--- src/rtl/terminal_cursor_scroll_controller_core_defines.svh ---
// Assertion macros shared by the cursor and scroll controller RTL.
`ifndef TERMINAL_CURSOR_SCROLL_CONTROLLER_CORE_DEFINES_SVH
`define TERMINAL_CURSOR_SCROLL_CONTROLLER_CORE_DEFINES_SVH
`ifndef NO_ASSERTIONS
// Property that must hold at every clock edge outside reset.
`define TCSC_ASSERT(label, clk, rst, prop, msg) \
   label: assert property (@(posedge clk) disable iff (rst) (prop)) else $error(msg);
// Condition in one cycle that implies a consequence in the next cycle.
`define TCSC_ASSERT_NEXT(label, clk, rst, pre, post, msg) \
   label: assert property (@(posedge clk) disable iff (rst) (pre) |=> (post)) else $error(msg);
`else
`define TCSC_ASSERT(label, clk, rst, prop, msg)
`define TCSC_ASSERT_NEXT(label, clk, rst, pre, post, msg)
`endif
`endif

--- src/rtl/tcsc_pkg.sv ---
// Types, constants and the character width lookup of the cursor and scroll controller.
package tcsc_pkg;

   localparam int OPCODE_W    = 5;
   localparam int CODE_W      = 21;
   localparam int ARG_W       = 16;
   localparam int KIND_W      = 3;
   localparam int OUT_ROW_W   = 7;
   localparam int OUT_COL_W   = 8;
   localparam int CSR_INDEX_W = 2;
   localparam int CSR_DATA_W  = 9;
   localparam int ROWS_CFG_W  = 8;
   localparam int COLS_CFG_W  = 9;

   localparam int DEF_MAX_ROWS = 128;
   localparam int DEF_MAX_COLS = 256;
   localparam int RESET_ROWS   = 24;
   localparam int RESET_COLS   = 80;

   localparam logic [CSR_INDEX_W-1:0] CSR_GRID_ROWS   = 2'd0;
   localparam logic [CSR_INDEX_W-1:0] CSR_GRID_COLS   = 2'd1;
   localparam logic [CSR_INDEX_W-1:0] CSR_INSERT_MODE = 2'd2;

   typedef enum logic [OPCODE_W-1:0] {
      OP_PRINT       = 5'd0,
      OP_NEWLINE     = 5'd1,
      OP_BACKSPACE   = 5'd2,
      OP_CR          = 5'd3,
      OP_REV_INDEX   = 5'd4,
      OP_LEFT        = 5'd5,
      OP_RIGHT       = 5'd6,
      OP_UP          = 5'd7,
      OP_DOWN        = 5'd8,
      OP_SET_COL     = 5'd9,
      OP_SET_ROW     = 5'd10,
      OP_SET_POS     = 5'd11,
      OP_LINE_START  = 5'd12,
      OP_LINE_END    = 5'd13,
      OP_SET_REGION  = 5'd14,
      OP_SAVE        = 5'd15,
      OP_RESTORE     = 5'd16,
      OP_RESET       = 5'd17
   } opcode_type;

   typedef enum logic [KIND_W-1:0] {
      KIND_REPORT      = 3'd0,
      KIND_WRITE       = 3'd1,
      KIND_INSERT      = 3'd2,
      KIND_SCROLL_UP   = 3'd3,
      KIND_SCROLL_DOWN = 3'd4
   } kind_type;

   typedef struct packed {
      logic [OPCODE_W-1:0] opcode;
      logic [CODE_W-1:0]   code_point;
      logic [ARG_W-1:0]    arg_a;
      logic [ARG_W-1:0]    arg_b;
   } cmd_type;

   typedef struct packed {
      kind_type             kind;
      logic [OUT_ROW_W-1:0] row;
      logic [OUT_COL_W-1:0] col;
      logic [CODE_W-1:0]    code;
      logic                 filler;
   } item_type;

   typedef struct packed {
      logic [OUT_ROW_W-1:0] region_top;
      logic [OUT_ROW_W-1:0] region_bottom;
      logic [OUT_ROW_W-1:0] cursor_row;
      logic [OUT_COL_W-1:0] cursor_col;
      logic                 wrap_pending;
   } status_type;

   typedef struct packed {
      logic                   write_en;
      logic [CSR_INDEX_W-1:0] index;
      logic [CSR_DATA_W-1:0]  data;
   } csr_wr_type;

   localparam int NUM_ZERO = 8;
   localparam int NUM_WIDE = 21;

   localparam logic [CODE_W-1:0] ZERO_LO [NUM_ZERO] = '{
      21'h0300, 21'h0483, 21'h0591, 21'h0610, 21'h064B, 21'h1DC0, 21'h20D0, 21'hFE20};
   localparam logic [CODE_W-1:0] ZERO_HI [NUM_ZERO] = '{
      21'h036F, 21'h0489, 21'h05BD, 21'h061A, 21'h065F, 21'h1DFF, 21'h20FF, 21'hFE2F};

   localparam logic [CODE_W-1:0] WIDE_LO [NUM_WIDE] = '{
      21'h1100, 21'h2E80, 21'h3041, 21'h3400, 21'h4E00, 21'hA000, 21'hA960,
      21'hAC00, 21'hF900, 21'hFE10, 21'hFE30, 21'hFF01, 21'hFFE0, 21'h1B000,
      21'h1F004, 21'h1F0CF, 21'h1F200, 21'h1F300, 21'h1F900, 21'h20000, 21'h30000};
   localparam logic [CODE_W-1:0] WIDE_HI [NUM_WIDE] = '{
      21'h115F, 21'h303E, 21'h33FF, 21'h4DBF, 21'h9FFF, 21'hA4CF, 21'hA97F,
      21'hD7A3, 21'hFAFF, 21'hFE19, 21'hFE6F, 21'hFF60, 21'hFFE6, 21'h1B2FF,
      21'h1F004, 21'h1F0CF, 21'h1F2FF, 21'h1F64F, 21'h1F9FF, 21'h2FFFD, 21'h3FFFD};

   // Display width in cells: 0 for NUL and combining marks, 2 for wide ranges, else 1.
   function automatic logic [1:0] char_width(input logic [CODE_W-1:0] cp);
      logic zero_hit;
      logic wide_hit;
      zero_hit = (cp == '0);
      wide_hit = 1'b0;
      for (int i = 0; i < NUM_ZERO; i++) begin
         if (cp >= ZERO_LO[i] && cp <= ZERO_HI[i]) zero_hit = 1'b1;
      end
      for (int i = 0; i < NUM_WIDE; i++) begin
         if (cp >= WIDE_LO[i] && cp <= WIDE_HI[i]) wide_hit = 1'b1;
      end
      if (zero_hit) return 2'd0;
      if (wide_hit) return 2'd2;
      return 2'd1;
   endfunction

endpackage

--- src/rtl/tcsc_step.sv ---
// Cursor, wrap, region and saved-cursor state with the per-command update logic.
`include "terminal_cursor_scroll_controller_core_defines.svh"
module tcsc_step #(
   parameter int MAX_ROWS = tcsc_pkg::DEF_MAX_ROWS,
   parameter int MAX_COLS = tcsc_pkg::DEF_MAX_COLS
) (
   input  logic                             clock,
   input  logic                             reset,
   input  tcsc_pkg::csr_wr_type             csr,
   input  logic                             fire,
   input  tcsc_pkg::cmd_type                cmd,
   output tcsc_pkg::item_type [2:0]         items,
   output logic [1:0]                       item_count,
   output tcsc_pkg::status_type             status
);

   localparam int RW = $clog2(MAX_ROWS);
   localparam int CW = $clog2(MAX_COLS);
   localparam int AW = tcsc_pkg::ARG_W;
   localparam int RESET_ROWS_EFF =
      (tcsc_pkg::RESET_ROWS < MAX_ROWS) ? tcsc_pkg::RESET_ROWS : MAX_ROWS;
   localparam int RESET_COLS_EFF =
      (tcsc_pkg::RESET_COLS < MAX_COLS) ? tcsc_pkg::RESET_COLS : MAX_COLS;
   localparam logic [RW-1:0] RESET_LAST_ROW = RW'(RESET_ROWS_EFF - 1);
   localparam logic [CW-1:0] RESET_LAST_COL = CW'(RESET_COLS_EFF - 1);

   logic [RW-1:0] row_ff, row_in, top_ff, top_in, bot_ff, bot_in;
   logic [RW-1:0] saved_row_ff, saved_row_in, last_row_ff, last_row_in;
   logic [CW-1:0] col_ff, col_in, saved_col_ff, saved_col_in, last_col_ff, last_col_in;
   logic          wrap_ff, wrap_in, insert_ff, insert_in;

   // Configuration decode.
   logic [tcsc_pkg::ROWS_CFG_W-1:0] cfg_rows;
   logic [tcsc_pkg::COLS_CFG_W-1:0] cfg_cols;
   logic [RW-1:0]                   cfg_last_row;
   logic [CW-1:0]                   cfg_last_col;

   // Shared pieces of the command logic.
   tcsc_pkg::opcode_type op;
   logic [AW-1:0] cnt, a_m1, b_m1;
   logic [AW:0]   row_sum, col_sum;
   logic [RW-1:0] row_pos_a, nl_row, p_row, reg_top, reg_bot;
   logic [CW-1:0] col_pos_a, col_pos_b, p_col;
   logic          nl_scroll, p_scroll, has_filler;
   logic [1:0]    cw;
   logic [CW:0]   ncol;
   tcsc_pkg::kind_type cell_kind;
   tcsc_pkg::item_type cell_item, filler_item, report_item, up_item, down_item;

   assign cfg_rows = csr.data[tcsc_pkg::ROWS_CFG_W-1:0];
   assign cfg_cols = csr.data[tcsc_pkg::COLS_CFG_W-1:0];

   always_comb begin
      if (cfg_rows == '0) begin
         cfg_last_row = '0;
      end else if (32'(cfg_rows) > 32'(MAX_ROWS)) begin
         cfg_last_row = RW'(MAX_ROWS - 1);
      end else begin
         cfg_last_row = RW'(32'(cfg_rows) - 32'd1);
      end
      if (cfg_cols == '0) begin
         cfg_last_col = '0;
      end else if (32'(cfg_cols) > 32'(MAX_COLS)) begin
         cfg_last_col = CW'(MAX_COLS - 1);
      end else begin
         cfg_last_col = CW'(32'(cfg_cols) - 32'd1);
      end
   end

   assign op   = tcsc_pkg::opcode_type'(cmd.opcode);
   assign cnt  = (cmd.arg_a == '0) ? AW'(1) : cmd.arg_a;
   assign a_m1 = (cmd.arg_a == '0) ? '0 : cmd.arg_a - AW'(1);
   assign b_m1 = (cmd.arg_b == '0) ? '0 : cmd.arg_b - AW'(1);
   assign row_sum = (AW+1)'(row_ff) + (AW+1)'(cnt);
   assign col_sum = (AW+1)'(col_ff) + (AW+1)'(cnt);

   assign row_pos_a = (a_m1 > AW'(last_row_ff)) ? last_row_ff : RW'(a_m1);
   assign col_pos_a = (a_m1 > AW'(last_col_ff)) ? last_col_ff : CW'(a_m1);
   assign col_pos_b = (b_m1 > AW'(last_col_ff)) ? last_col_ff : CW'(b_m1);

   // Region arguments: top past the grid falls back to row 0, a bad bottom to the last row.
   always_comb begin
      reg_top = (a_m1 > AW'(last_row_ff)) ? '0 : RW'(a_m1);
      if (cmd.arg_b == '0 || b_m1 > AW'(last_row_ff)) begin
         reg_bot = last_row_ff;
      end else begin
         reg_bot = RW'(b_m1);
      end
      if (reg_bot < reg_top) reg_bot = last_row_ff;
   end

   // Line feed: scroll at the region bottom, saturate below the region.
   always_comb begin
      nl_scroll = 1'b0;
      nl_row    = row_ff;
      if (row_ff < bot_ff) begin
         nl_row = row_ff + RW'(1);
      end else if (row_ff == bot_ff) begin
         nl_scroll = 1'b1;
      end else if (row_ff < last_row_ff) begin
         nl_row = row_ff + RW'(1);
      end
   end

   // Printing starts from the wrapped position when a wrap is pending.
   assign p_row      = wrap_ff ? nl_row : row_ff;
   assign p_col      = wrap_ff ? '0 : col_ff;
   assign p_scroll   = wrap_ff && nl_scroll;
   assign cw         = tcsc_pkg::char_width(cmd.code_point);
   assign has_filler = (cw == 2'd2) && (p_col < last_col_ff);
   assign ncol       = (CW+1)'(p_col) + (CW+1)'(cw);
   assign cell_kind  = insert_ff ? tcsc_pkg::KIND_INSERT : tcsc_pkg::KIND_WRITE;

   always_comb begin
      report_item        = '0;
      report_item.kind   = tcsc_pkg::KIND_REPORT;
      up_item            = '0;
      up_item.kind       = tcsc_pkg::KIND_SCROLL_UP;
      down_item          = '0;
      down_item.kind     = tcsc_pkg::KIND_SCROLL_DOWN;
      cell_item.kind     = cell_kind;
      cell_item.row      = tcsc_pkg::OUT_ROW_W'(p_row);
      cell_item.col      = tcsc_pkg::OUT_COL_W'(p_col);
      cell_item.code     = cmd.code_point;
      cell_item.filler   = 1'b0;
      filler_item.kind   = cell_kind;
      filler_item.row    = tcsc_pkg::OUT_ROW_W'(p_row);
      filler_item.col    = tcsc_pkg::OUT_COL_W'(p_col + CW'(1));
      filler_item.code   = '0;
      filler_item.filler = 1'b1;
   end

   always_comb begin
      row_in       = row_ff;
      col_in       = col_ff;
      wrap_in      = wrap_ff;
      top_in       = top_ff;
      bot_in       = bot_ff;
      saved_row_in = saved_row_ff;
      saved_col_in = saved_col_ff;
      last_row_in  = last_row_ff;
      last_col_in  = last_col_ff;
      insert_in    = insert_ff;
      items        = {report_item, report_item, report_item};
      item_count   = 2'd1;

      if (csr.write_en) begin
         if (csr.index == tcsc_pkg::CSR_GRID_ROWS || csr.index == tcsc_pkg::CSR_GRID_COLS) begin
            if (csr.index == tcsc_pkg::CSR_GRID_ROWS) begin
               last_row_in = cfg_last_row;
            end else begin
               last_col_in = cfg_last_col;
            end
            // A resize resets the region and pulls the cursor back onto the grid.
            top_in  = '0;
            bot_in  = last_row_in;
            wrap_in = 1'b0;
            row_in  = (row_ff > last_row_in) ? last_row_in : row_ff;
            col_in  = (col_ff > last_col_in) ? last_col_in : col_ff;
         end else if (csr.index == tcsc_pkg::CSR_INSERT_MODE) begin
            insert_in = csr.data[0];
         end
      end else if (fire) begin
         unique case (op)
            tcsc_pkg::OP_PRINT: begin
               row_in = p_row;
               if (ncol > (CW+1)'(last_col_ff)) begin
                  col_in  = p_col;
                  wrap_in = 1'b1;
               end else begin
                  col_in  = CW'(ncol);
                  wrap_in = 1'b0;
               end
               if (p_scroll) begin
                  items      = {filler_item, cell_item, up_item};
                  item_count = has_filler ? 2'd3 : 2'd2;
               end else begin
                  items      = {report_item, filler_item, cell_item};
                  item_count = has_filler ? 2'd2 : 2'd1;
               end
            end
            tcsc_pkg::OP_NEWLINE: begin
               wrap_in = 1'b0;
               row_in  = nl_row;
               col_in  = '0;
               if (nl_scroll) items[0] = up_item;
            end
            tcsc_pkg::OP_BACKSPACE: begin
               wrap_in = 1'b0;
               if (col_ff != '0) col_in = col_ff - CW'(1);
            end
            tcsc_pkg::OP_CR, tcsc_pkg::OP_LINE_START: begin
               wrap_in = 1'b0;
               col_in  = '0;
            end
            tcsc_pkg::OP_REV_INDEX: begin
               if (row_ff == top_ff) begin
                  items[0] = down_item;
               end else if (row_ff != '0) begin
                  row_in = row_ff - RW'(1);
               end
            end
            tcsc_pkg::OP_LEFT: begin
               wrap_in = 1'b0;
               col_in  = (AW'(col_ff) >= cnt) ? CW'(AW'(col_ff) - cnt) : '0;
            end
            tcsc_pkg::OP_RIGHT: begin
               wrap_in = 1'b0;
               col_in  = (col_sum > (AW+1)'(last_col_ff)) ? last_col_ff : CW'(col_sum);
            end
            tcsc_pkg::OP_UP: begin
               wrap_in = 1'b0;
               row_in  = (AW'(row_ff) >= cnt) ? RW'(AW'(row_ff) - cnt) : '0;
            end
            tcsc_pkg::OP_DOWN: begin
               wrap_in = 1'b0;
               row_in  = (row_sum > (AW+1)'(last_row_ff)) ? last_row_ff : RW'(row_sum);
            end
            tcsc_pkg::OP_SET_COL: begin
               wrap_in = 1'b0;
               col_in  = col_pos_a;
            end
            tcsc_pkg::OP_SET_ROW: begin
               wrap_in = 1'b0;
               row_in  = row_pos_a;
            end
            tcsc_pkg::OP_SET_POS: begin
               wrap_in = 1'b0;
               row_in  = row_pos_a;
               col_in  = col_pos_b;
            end
            tcsc_pkg::OP_LINE_END: begin
               wrap_in = 1'b0;
               col_in  = last_col_ff;
            end
            tcsc_pkg::OP_SET_REGION: begin
               top_in  = reg_top;
               bot_in  = reg_bot;
               wrap_in = 1'b0;
               row_in  = reg_top;
               col_in  = '0;
            end
            tcsc_pkg::OP_SAVE: begin
               saved_row_in = row_ff;
               saved_col_in = col_ff;
            end
            tcsc_pkg::OP_RESTORE: begin
               wrap_in = 1'b0;
               row_in  = (saved_row_ff > last_row_ff) ? last_row_ff : saved_row_ff;
               col_in  = (saved_col_ff > last_col_ff) ? last_col_ff : saved_col_ff;
            end
            tcsc_pkg::OP_RESET: begin
               top_in       = '0;
               bot_in       = last_row_ff;
               saved_row_in = '0;
               saved_col_in = '0;
               insert_in    = 1'b0;
               wrap_in      = 1'b0;
               row_in       = '0;
               col_in       = '0;
            end
            default: begin
            end
         endcase
      end
   end

   always_ff @(posedge clock) begin
      if (reset) begin
         row_ff       <= '0;
         col_ff       <= '0;
         wrap_ff      <= 1'b0;
         top_ff       <= '0;
         bot_ff       <= RESET_LAST_ROW;
         saved_row_ff <= '0;
         saved_col_ff <= '0;
         last_row_ff  <= RESET_LAST_ROW;
         last_col_ff  <= RESET_LAST_COL;
         insert_ff    <= 1'b0;
      end else begin
         row_ff       <= row_in;
         col_ff       <= col_in;
         wrap_ff      <= wrap_in;
         top_ff       <= top_in;
         bot_ff       <= bot_in;
         saved_row_ff <= saved_row_in;
         saved_col_ff <= saved_col_in;
         last_row_ff  <= last_row_in;
         last_col_ff  <= last_col_in;
         insert_ff    <= insert_in;
      end
   end

   assign status.region_top    = tcsc_pkg::OUT_ROW_W'(top_ff);
   assign status.region_bottom = tcsc_pkg::OUT_ROW_W'(bot_ff);
   assign status.cursor_row    = tcsc_pkg::OUT_ROW_W'(row_ff);
   assign status.cursor_col    = tcsc_pkg::OUT_COL_W'(col_ff);
   assign status.wrap_pending  = wrap_ff;

   `TCSC_ASSERT(a_cursor_on_grid, clock, reset,
      (row_ff <= last_row_ff) && (col_ff <= last_col_ff), "cursor left the grid")
   `TCSC_ASSERT(a_region_ordered, clock, reset,
      (top_ff <= bot_ff) && (bot_ff <= last_row_ff), "scroll region out of order")

endmodule

--- src/rtl/tcsc_rsp_buf.sv ---
// Result buffer that holds up to three result items of one command and sends them in order.
`include "terminal_cursor_scroll_controller_core_defines.svh"
module tcsc_rsp_buf (
   input  logic                     clock,
   input  logic                     reset,
   input  logic                     load,
   input  tcsc_pkg::item_type [2:0] items_in,
   input  logic [1:0]               count_in,
   input  logic                     rsp_stall,
   output logic                     rsp_valid,
   output tcsc_pkg::item_type       item_out,
   output logic                     last,
   output logic                     free
);

   tcsc_pkg::item_type [2:0] items_ff, items_in_next;
   logic [1:0] count_ff, count_in_next, idx_ff, idx_in;
   logic       xfer;

   assign rsp_valid = (count_ff != 2'd0);
   assign last      = (idx_ff == count_ff - 2'd1);
   assign xfer      = rsp_valid && !rsp_stall;
   // Free for the next command once empty or while its final item transfers.
   assign free      = !rsp_valid || (last && !rsp_stall);

   always_comb begin
      unique case (idx_ff)
         2'd0:    item_out = items_ff[0];
         2'd1:    item_out = items_ff[1];
         default: item_out = items_ff[2];
      endcase
   end

   always_comb begin
      items_in_next = items_ff;
      count_in_next = count_ff;
      idx_in        = idx_ff;
      if (load) begin
         items_in_next = items_in;
         count_in_next = count_in;
         idx_in        = 2'd0;
      end else if (xfer) begin
         if (last) begin
            count_in_next = 2'd0;
            idx_in        = 2'd0;
         end else begin
            idx_in = idx_ff + 2'd1;
         end
      end
   end

   always_ff @(posedge clock) begin
      items_ff <= items_in_next;
      if (reset) begin
         count_ff <= 2'd0;
         idx_ff   <= 2'd0;
      end else begin
         count_ff <= count_in_next;
         idx_ff   <= idx_in;
      end
   end

   `TCSC_ASSERT(a_idx_in_range, clock, reset,
      (count_ff == 2'd0) || (idx_ff < count_ff), "result index past item count")
   `TCSC_ASSERT_NEXT(a_hold_on_stall, clock, reset, rsp_valid && rsp_stall && !load,
      $stable(idx_ff) && $stable(count_ff), "result buffer moved while stalled")

endmodule

--- src/rtl/terminal_cursor_scroll_controller_core.sv ---
// Top level of the terminal cursor, wrap and scroll-region controller.
//
// The request channel (req_*) takes one decoded terminal command per transfer:
// an opcode, a code point for printing and two 1-indexed arguments. The result
// channel (rsp_*) returns one to three result items per command: cell writes or
// inserts, scroll commands for an external cell store, or a single cursor report
// when the command produces nothing else. Every item carries the scroll region,
// cursor and pending-wrap flag as they stand after the command; rsp_last marks
// the final item of a command. Both channels use valid and stall.
// A command is held in an input register, evaluated by combinational logic and
// written into a three-entry result buffer, which sends the one to three result
// items of each command in order. A new command is evaluated in the cycle its
// predecessor's last item transfers. When the receiver stalls, the buffer holds
// its item and the input register holds one more command, after which req_stall
// rises. Reset is synchronous and active high; it empties both stages, sets the
// grid to 24 by 80, clears insert mode and homes the cursor. The csr_* port
// writes grid size and insert mode; the user must write it only while idle, as
// the block itself does not enforce this.
`include "terminal_cursor_scroll_controller_core_defines.svh"
module terminal_cursor_scroll_controller_core #(
   parameter int MAX_ROWS = tcsc_pkg::DEF_MAX_ROWS,
   parameter int MAX_COLS = tcsc_pkg::DEF_MAX_COLS
) (
   input  logic                              clock,
   input  logic                              reset,
   input  logic                              csr_write_en,
   input  logic [tcsc_pkg::CSR_INDEX_W-1:0]  csr_index,
   input  logic [tcsc_pkg::CSR_DATA_W-1:0]   csr_data,
   input  logic                              req_valid,
   output logic                              req_stall,
   input  logic [tcsc_pkg::OPCODE_W-1:0]     req_opcode,
   input  logic [tcsc_pkg::CODE_W-1:0]       req_code_point,
   input  logic [tcsc_pkg::ARG_W-1:0]        req_arg_a,
   input  logic [tcsc_pkg::ARG_W-1:0]        req_arg_b,
   output logic                              rsp_valid,
   input  logic                              rsp_stall,
   output logic [tcsc_pkg::KIND_W-1:0]       rsp_kind,
   output logic [tcsc_pkg::OUT_ROW_W-1:0]    rsp_cell_row,
   output logic [tcsc_pkg::OUT_COL_W-1:0]    rsp_cell_col,
   output logic [tcsc_pkg::CODE_W-1:0]      rsp_cell_code,
   output logic                              rsp_is_filler,
   output logic [tcsc_pkg::OUT_ROW_W-1:0]    rsp_region_top,
   output logic [tcsc_pkg::OUT_ROW_W-1:0]    rsp_region_bottom,
   output logic [tcsc_pkg::OUT_ROW_W-1:0]    rsp_cursor_row_out,
   output logic [tcsc_pkg::OUT_COL_W-1:0]    rsp_cursor_col_out,
   output logic                              rsp_wrap_pending_out,
   output logic                              rsp_last
);

   tcsc_pkg::cmd_type        cmd_ff, cmd_in;
   logic                     in_valid_ff, in_valid_in;
   logic                     fire, buf_free;
   tcsc_pkg::csr_wr_type     csr;
   tcsc_pkg::item_type [2:0] step_items;
   logic [1:0]               step_count;
   tcsc_pkg::item_type       item_out;
   tcsc_pkg::status_type     status;

   // The held command is evaluated as soon as the result buffer can take its items.
   assign fire      = in_valid_ff && buf_free;
   assign req_stall = in_valid_ff && !fire;

   always_comb begin
      in_valid_in = in_valid_ff;
      cmd_in      = cmd_ff;
      if (!req_stall) begin
         in_valid_in = req_valid;
      end
      if (req_valid && !req_stall) begin
         cmd_in.opcode     = req_opcode;
         cmd_in.code_point = req_code_point;
         cmd_in.arg_a      = req_arg_a;
         cmd_in.arg_b      = req_arg_b;
      end
   end

   always_ff @(posedge clock) begin
      cmd_ff <= cmd_in;
      if (reset) begin
         in_valid_ff <= 1'b0;
      end else begin
         in_valid_ff <= in_valid_in;
      end
   end

   assign csr.write_en = csr_write_en;
   assign csr.index    = csr_index;
   assign csr.data     = csr_data;

   tcsc_step #(
      .MAX_ROWS (MAX_ROWS),
      .MAX_COLS (MAX_COLS)
   ) u_step (
      .clock      (clock),
      .reset      (reset),
      .csr        (csr),
      .fire       (fire),
      .cmd        (cmd_ff),
      .items      (step_items),
      .item_count (step_count),
      .status     (status)
   );

   tcsc_rsp_buf u_rsp_buf (
      .clock     (clock),
      .reset     (reset),
      .load      (fire),
      .items_in  (step_items),
      .count_in  (step_count),
      .rsp_stall (rsp_stall),
      .rsp_valid (rsp_valid),
      .item_out  (item_out),
      .last      (rsp_last),
      .free      (buf_free)
   );

   // State registers change only on a csr_* write or when a command is evaluated, which
   // is also when its items enter the buffer, so every item reports the post-command state.
   assign rsp_kind             = item_out.kind;
   assign rsp_cell_row         = item_out.row;
   assign rsp_cell_col         = item_out.col;
   assign rsp_cell_code        = item_out.code;
   assign rsp_is_filler        = item_out.filler;
   assign rsp_region_top       = status.region_top;
   assign rsp_region_bottom    = status.region_bottom;
   assign rsp_cursor_row_out   = status.cursor_row;
   assign rsp_cursor_col_out   = status.cursor_col;
   assign rsp_wrap_pending_out = status.wrap_pending;

   `TCSC_ASSERT_NEXT(a_stalled_cmd_held, clock, reset, req_stall,
      in_valid_ff && $stable(cmd_ff), "held command lost or changed while stalled")

endmodule

--- config.mk ---
export PLATFORM = sky130hd
export DESIGN_NAME = terminal_cursor_scroll_controller_core
export DESIGN_NICKNAME = d
export VERILOG_FILES = /design/src/rtl/tcsc_pkg.sv /design/src/rtl/tcsc_step.sv /design/src/rtl/tcsc_rsp_buf.sv /design/src/rtl/terminal_cursor_scroll_controller_core.sv
export VERILOG_INCLUDE_DIRS = /design/src /design/src/rtl
export SDC_FILE = /design/constraint.sdc
export NUM_CORES = 1
export LEC_CHECK = 0
export BUFFER_PORTS_ARGS = -buffer_cell sky130_fd_sc_hd__buf_2
export CORE_AREA = 2 2 166 249
export CTS_BUF_LIST = sky130_fd_sc_hd__clkbuf_4 sky130_fd_sc_hd__clkbuf_8
export DETAILED_ROUTE_END_ITERATION = 16
export DIE_AREA = 0 0 168 251
export PLACE_DENSITY_LB_ADDON = 0.12
export SKIP_LAST_GASP = 1
export SLEW_MARGIN = 20
export SYNTH_ARGS = -nofsm -noshare
export SYNTH_HDL_FRONTEND = slang
export SYNTH_SLANG_ARGS = --single-unit
--- constraint.sdc ---
create_clock -name clock -period 6.23 [get_ports clock]
set_input_delay 1.5575 -clock clock [delete_from_list [all_inputs] [get_ports clock]]
set_output_delay 1.5575 -clock clock [all_outputs]
set_load 0.01 [all_outputs]
==> impl_metrics.toml <==
[run_status]
run_status = "finished, final reports clean"

[setup_path]
crit_path_class = "flip-flop to flip-flop"
r2r.worst_path.cells = 24
worst_setup_path_start_kind = "flip-flop"
cp_slowest_stage_delay_ns = 0.62
worst_ep_required_time_ns = 6.75
crit_chain = "or4_1 -> nor2_1 -> nand4_1 -> nand3_1 -> o22ai_1 -> a21oi_1 -> o21ai_0 -> a211o_1 -> nor4_2 -> ha_1 -> a21oi_1 -> or3_1 -> xnor2_1 -> ha_1 -> and3_1 -> nand4_1 -> a32o_1 -> nor2_1 -> buf_4 -> mux2i_1 -> a2bb2oi_1 -> o211ai_1 -> a221oi_1 -> o21ai_0"
sort_of_element_at_the_end_of_the_critical_path = "flip-flop"
worstPathArrival_ns = 6.43
crit_fanout = 6
crit_slowest_cell = "or4_1"

[place]
post_dp_cell_area_sq_mm = 0.0196
finalWeightedCongestion = 1.00
numPlacedInstances = 2730
io_buffer_count = 146
dpl.hpwl_microns = 55900

[power_and_ir_drop]
p_seq_share_pct = 41.7
power.switching_fraction_pct = 33.5
total_design_power_w = 0.00408
ir_drop_uv = 158
power.net_switching_w = 0.00136
internal_power_w = 0.00271
power-per-cell-area_mw_per_mm2 = 199
cellLeakagePower_nw = 8.74
power.clock.fraction_pct = 35.4
share_of_total_power_in_combinational_logic_pct = 23.0

[yosys]
ys_warn_count = 0
post_synth_num_cell_types = 84
synth.cell_area_sq_mm = 0.0177
fraction_of_the_yosys_area_taken_by_sequential_cells_pct = 33.5
async_flop_share_pct = 0
ys_seq_elements = 220
synthesis.instances = 2070
synth-edff-count = 154
synth-main-ff-cell = "edfxtp_1"
syn_avg_cell_area_sq_um = 8.57

[finish]
layout.area.seq_sq_mm = 0.00595
design_area_sq_mm = 0.0205
n_fill_cell = 3811
layout.nets = 2509
finalNonFillerCells = 2811
multi_input_area_sq_mm = 0.0110
highest_count_cells_in_the_layout_ignoring_fill_and_taps = "nor2_1 (232), nand2_1 (182), ha_1 (158)"
layout_cells_sized_above_1_pct = 17.7
synthToLayoutAreaGrowth_pct = 15.7
final_core_utilization_pct = 51.3
layout.cells.most_common = "nor2_1"

[hold_path]
hold_path.class = "flip-flop to flip-flop"
min_path_cells = 2

[sta]
period_minus_slack_ns = 5.91
worst_slew_pin_slew_ns = 1.09
worst_slew_margin_rel_pct = 27.5
finalHoldWorstSlack_ns = 0.528
post-route-period-util_pct = 94.9
final_hold_viol_count = 0
grt_setup_unrepaired = "true"
setup_viol_count_final = 0
fin_worst_skew_ns = 0.0483
maxClockFrequency_ghz = 0.169
report.final.slew_viol_count = 0

[clock_tree]
cts_root_buffer = "clkbuf_8"
cts_max_path_buffers = 3
clock_sink_count = 220
cts_hold_buffers = 0
clock_latency_ns = 0.63
cts_tree = "built"
cts_buffers = 39
htree_levels = 2
cts.clk_slew.worst_paths_ns = 0.08

[global_routing]
globalRoute.totalOverflow = 0
wire_length_of_the_first_global_routing_pass_microns = 107000
globalRouteMet1Util_pct = 34.2
vias_in_the_first_global_route = 17400
antenna_found_initial = 3
grt_util_met2_pct = 60.9
met3_usage_pct = 4.61
busiest_layer = "met2"
grtUsageTotal_pct = 33.8
grt_max_degree = 57

[floorplanning]
core.rowCount = 90
dieArea_sq_mm = 0.0422
die-width_microns = 168
pin_count = 147
floorplan.core_area_sq_mm = 0.0400
initial_core_util_pct = 44.4
die_y_microns = 251

[routing]
remaining_drc_errors = 0
drt_first_iter_violations = 1403
post_drt_via_cell_ratio = 6.29
post_drt_wl_per_cell_microns = 25.8
detailroute.via_count = 17700
drt.antenna.violating_nets = 0
overall_routed_net_length_microns = 72700
drt_pass1_iterations = 7

[run]
drv.max_cap_violation_count = 0
[layer usage]
layer / vias to the layer above / wire length, microns
li1: 8114 / -
met1: 8474 / 24900
met2: 790 / 36500
met3: 315 / 3920
met4: 0 / 7340
met5: - / 0
[per-stage QoR]
stage	TNS [ns]	setup slack (ns)
6_report	0	0.318
3_3_place_gp	0	0.327
4_1_cts	0	0.198
2_1_floorplan	0	0.635
5_1_grt	-0.0551	-0.0551
3_5_place_dp	0	0.208
[critical path: cells and delay by family, from the launching register on]
family	cells	cell delay [ns]
AO/OA/AOI/OAI	10	1.69
XOR/XNOR	1	0.15
adder cells (fa/ha/maj)	2	0.57
buffers and inverters	1	0.17
flip-flops	1	0.46
multiplexers	1	0.25
AND/OR/NAND/NOR	9	2.53
[path summary, 6_finish.rpt]
check | end | slack (ns) | start
hold reg to reg | u_rsp_buf.idx_ff[1] | 0.53 | u_rsp_buf.idx_ff[1]
hold / removal | u_rsp_buf.idx_ff[1] | 0.53 | u_rsp_buf.idx_ff[1]
setup reg to reg | u_step.col_ff[5] | 0.32 | cmd_ff[51]
setup / recovery | u_step.col_ff[5] | 0.32 | cmd_ff[51]
[registers in the layout (all words and copies together), names as in the netlist]
signal and cells:
u_step.bot_ff 7, u_step.wrap_ff 1, u_rsp_buf.items_ff 96, u_rsp_buf.idx_ff 2, u_step.top_ff 7, u_step.last_col_ff 8, cmd_ff 58, in_valid_ff 1
u_step.col_ff 8, u_step.row_ff 7, u_step.last_row_ff 7, u_step.saved_col_ff 8, u_step.insert_ff 1, u_step.saved_row_ff 7, u_rsp_buf.count_ff 2
[cell families (layout without fill, tap and decap cells)]
| logic type | Yosys count | count (layout) | share of synthesized area [%] |
|---|---|---|---|
| compound gates | 536 | 536 | 21.0 |
| xor+xnor | 83 | 83 | 4.10 |
| fa+ha+maj | 163 | 163 | 11.7 |
| buf+inv | 223 | 452 | 4.83 |
| flops | 220 | 220 | 33.5 |
| mux | 36 | 36 | 2.14 |
| other cells | 1 | 7 | 0.0211 |
| simple gates | 808 | 808 | 22.7 |
[power groups by stage]
stage | combinational, W | sequential [W] | clock [W]
4_1_cts | 0.000913 | 0.00170 | 0.00147
5_1_grt | 0.00101 | 0.00170 | 0.00152
3_5_place_dp | 0.000908 | 0.00173 | 0
3_3_place_gp | 0.000896 | 0.00173 | 0
2_1_floorplan | 0.000563 | 0.00170 | 0
6_report | 0.000936 | 0.00170 | 0.00144
[final cells by class]
class	instances	area share (%)
Multi-Input combinational cell	1631	53.7
Clock buffer	47	2.94
Sequential cell	220	29.0
Tap cell	506	3.09
Antenna cell	2	0.0244
Inverter	98	1.79
Timing Repair Buffer	282	8.54
Clock inverter	25	0.970
[repair_timing]
action                     CTS  global route
setup endpoints to repair    0            10
gates resized for setup      0            11
setup buffers                0             7
[cell usage after synthesis (42+ instances only)]
cell,number,area [sq um]
inv_1,97,364
nand2_1,182,683
o21ai_0,88,440
edfxtp_1,154,4620
nand3_1,69,345
clkbuf_1,108,405
a22oi_1,42,315
and3_1,63,394
nor2_1,232,871
ha_1,158,1980
a21oi_1,111,556
nor3_1,56,280
dfxtp_1,66,1320
xnor2_1,58,508
Power figures use the tool's default switching activity.
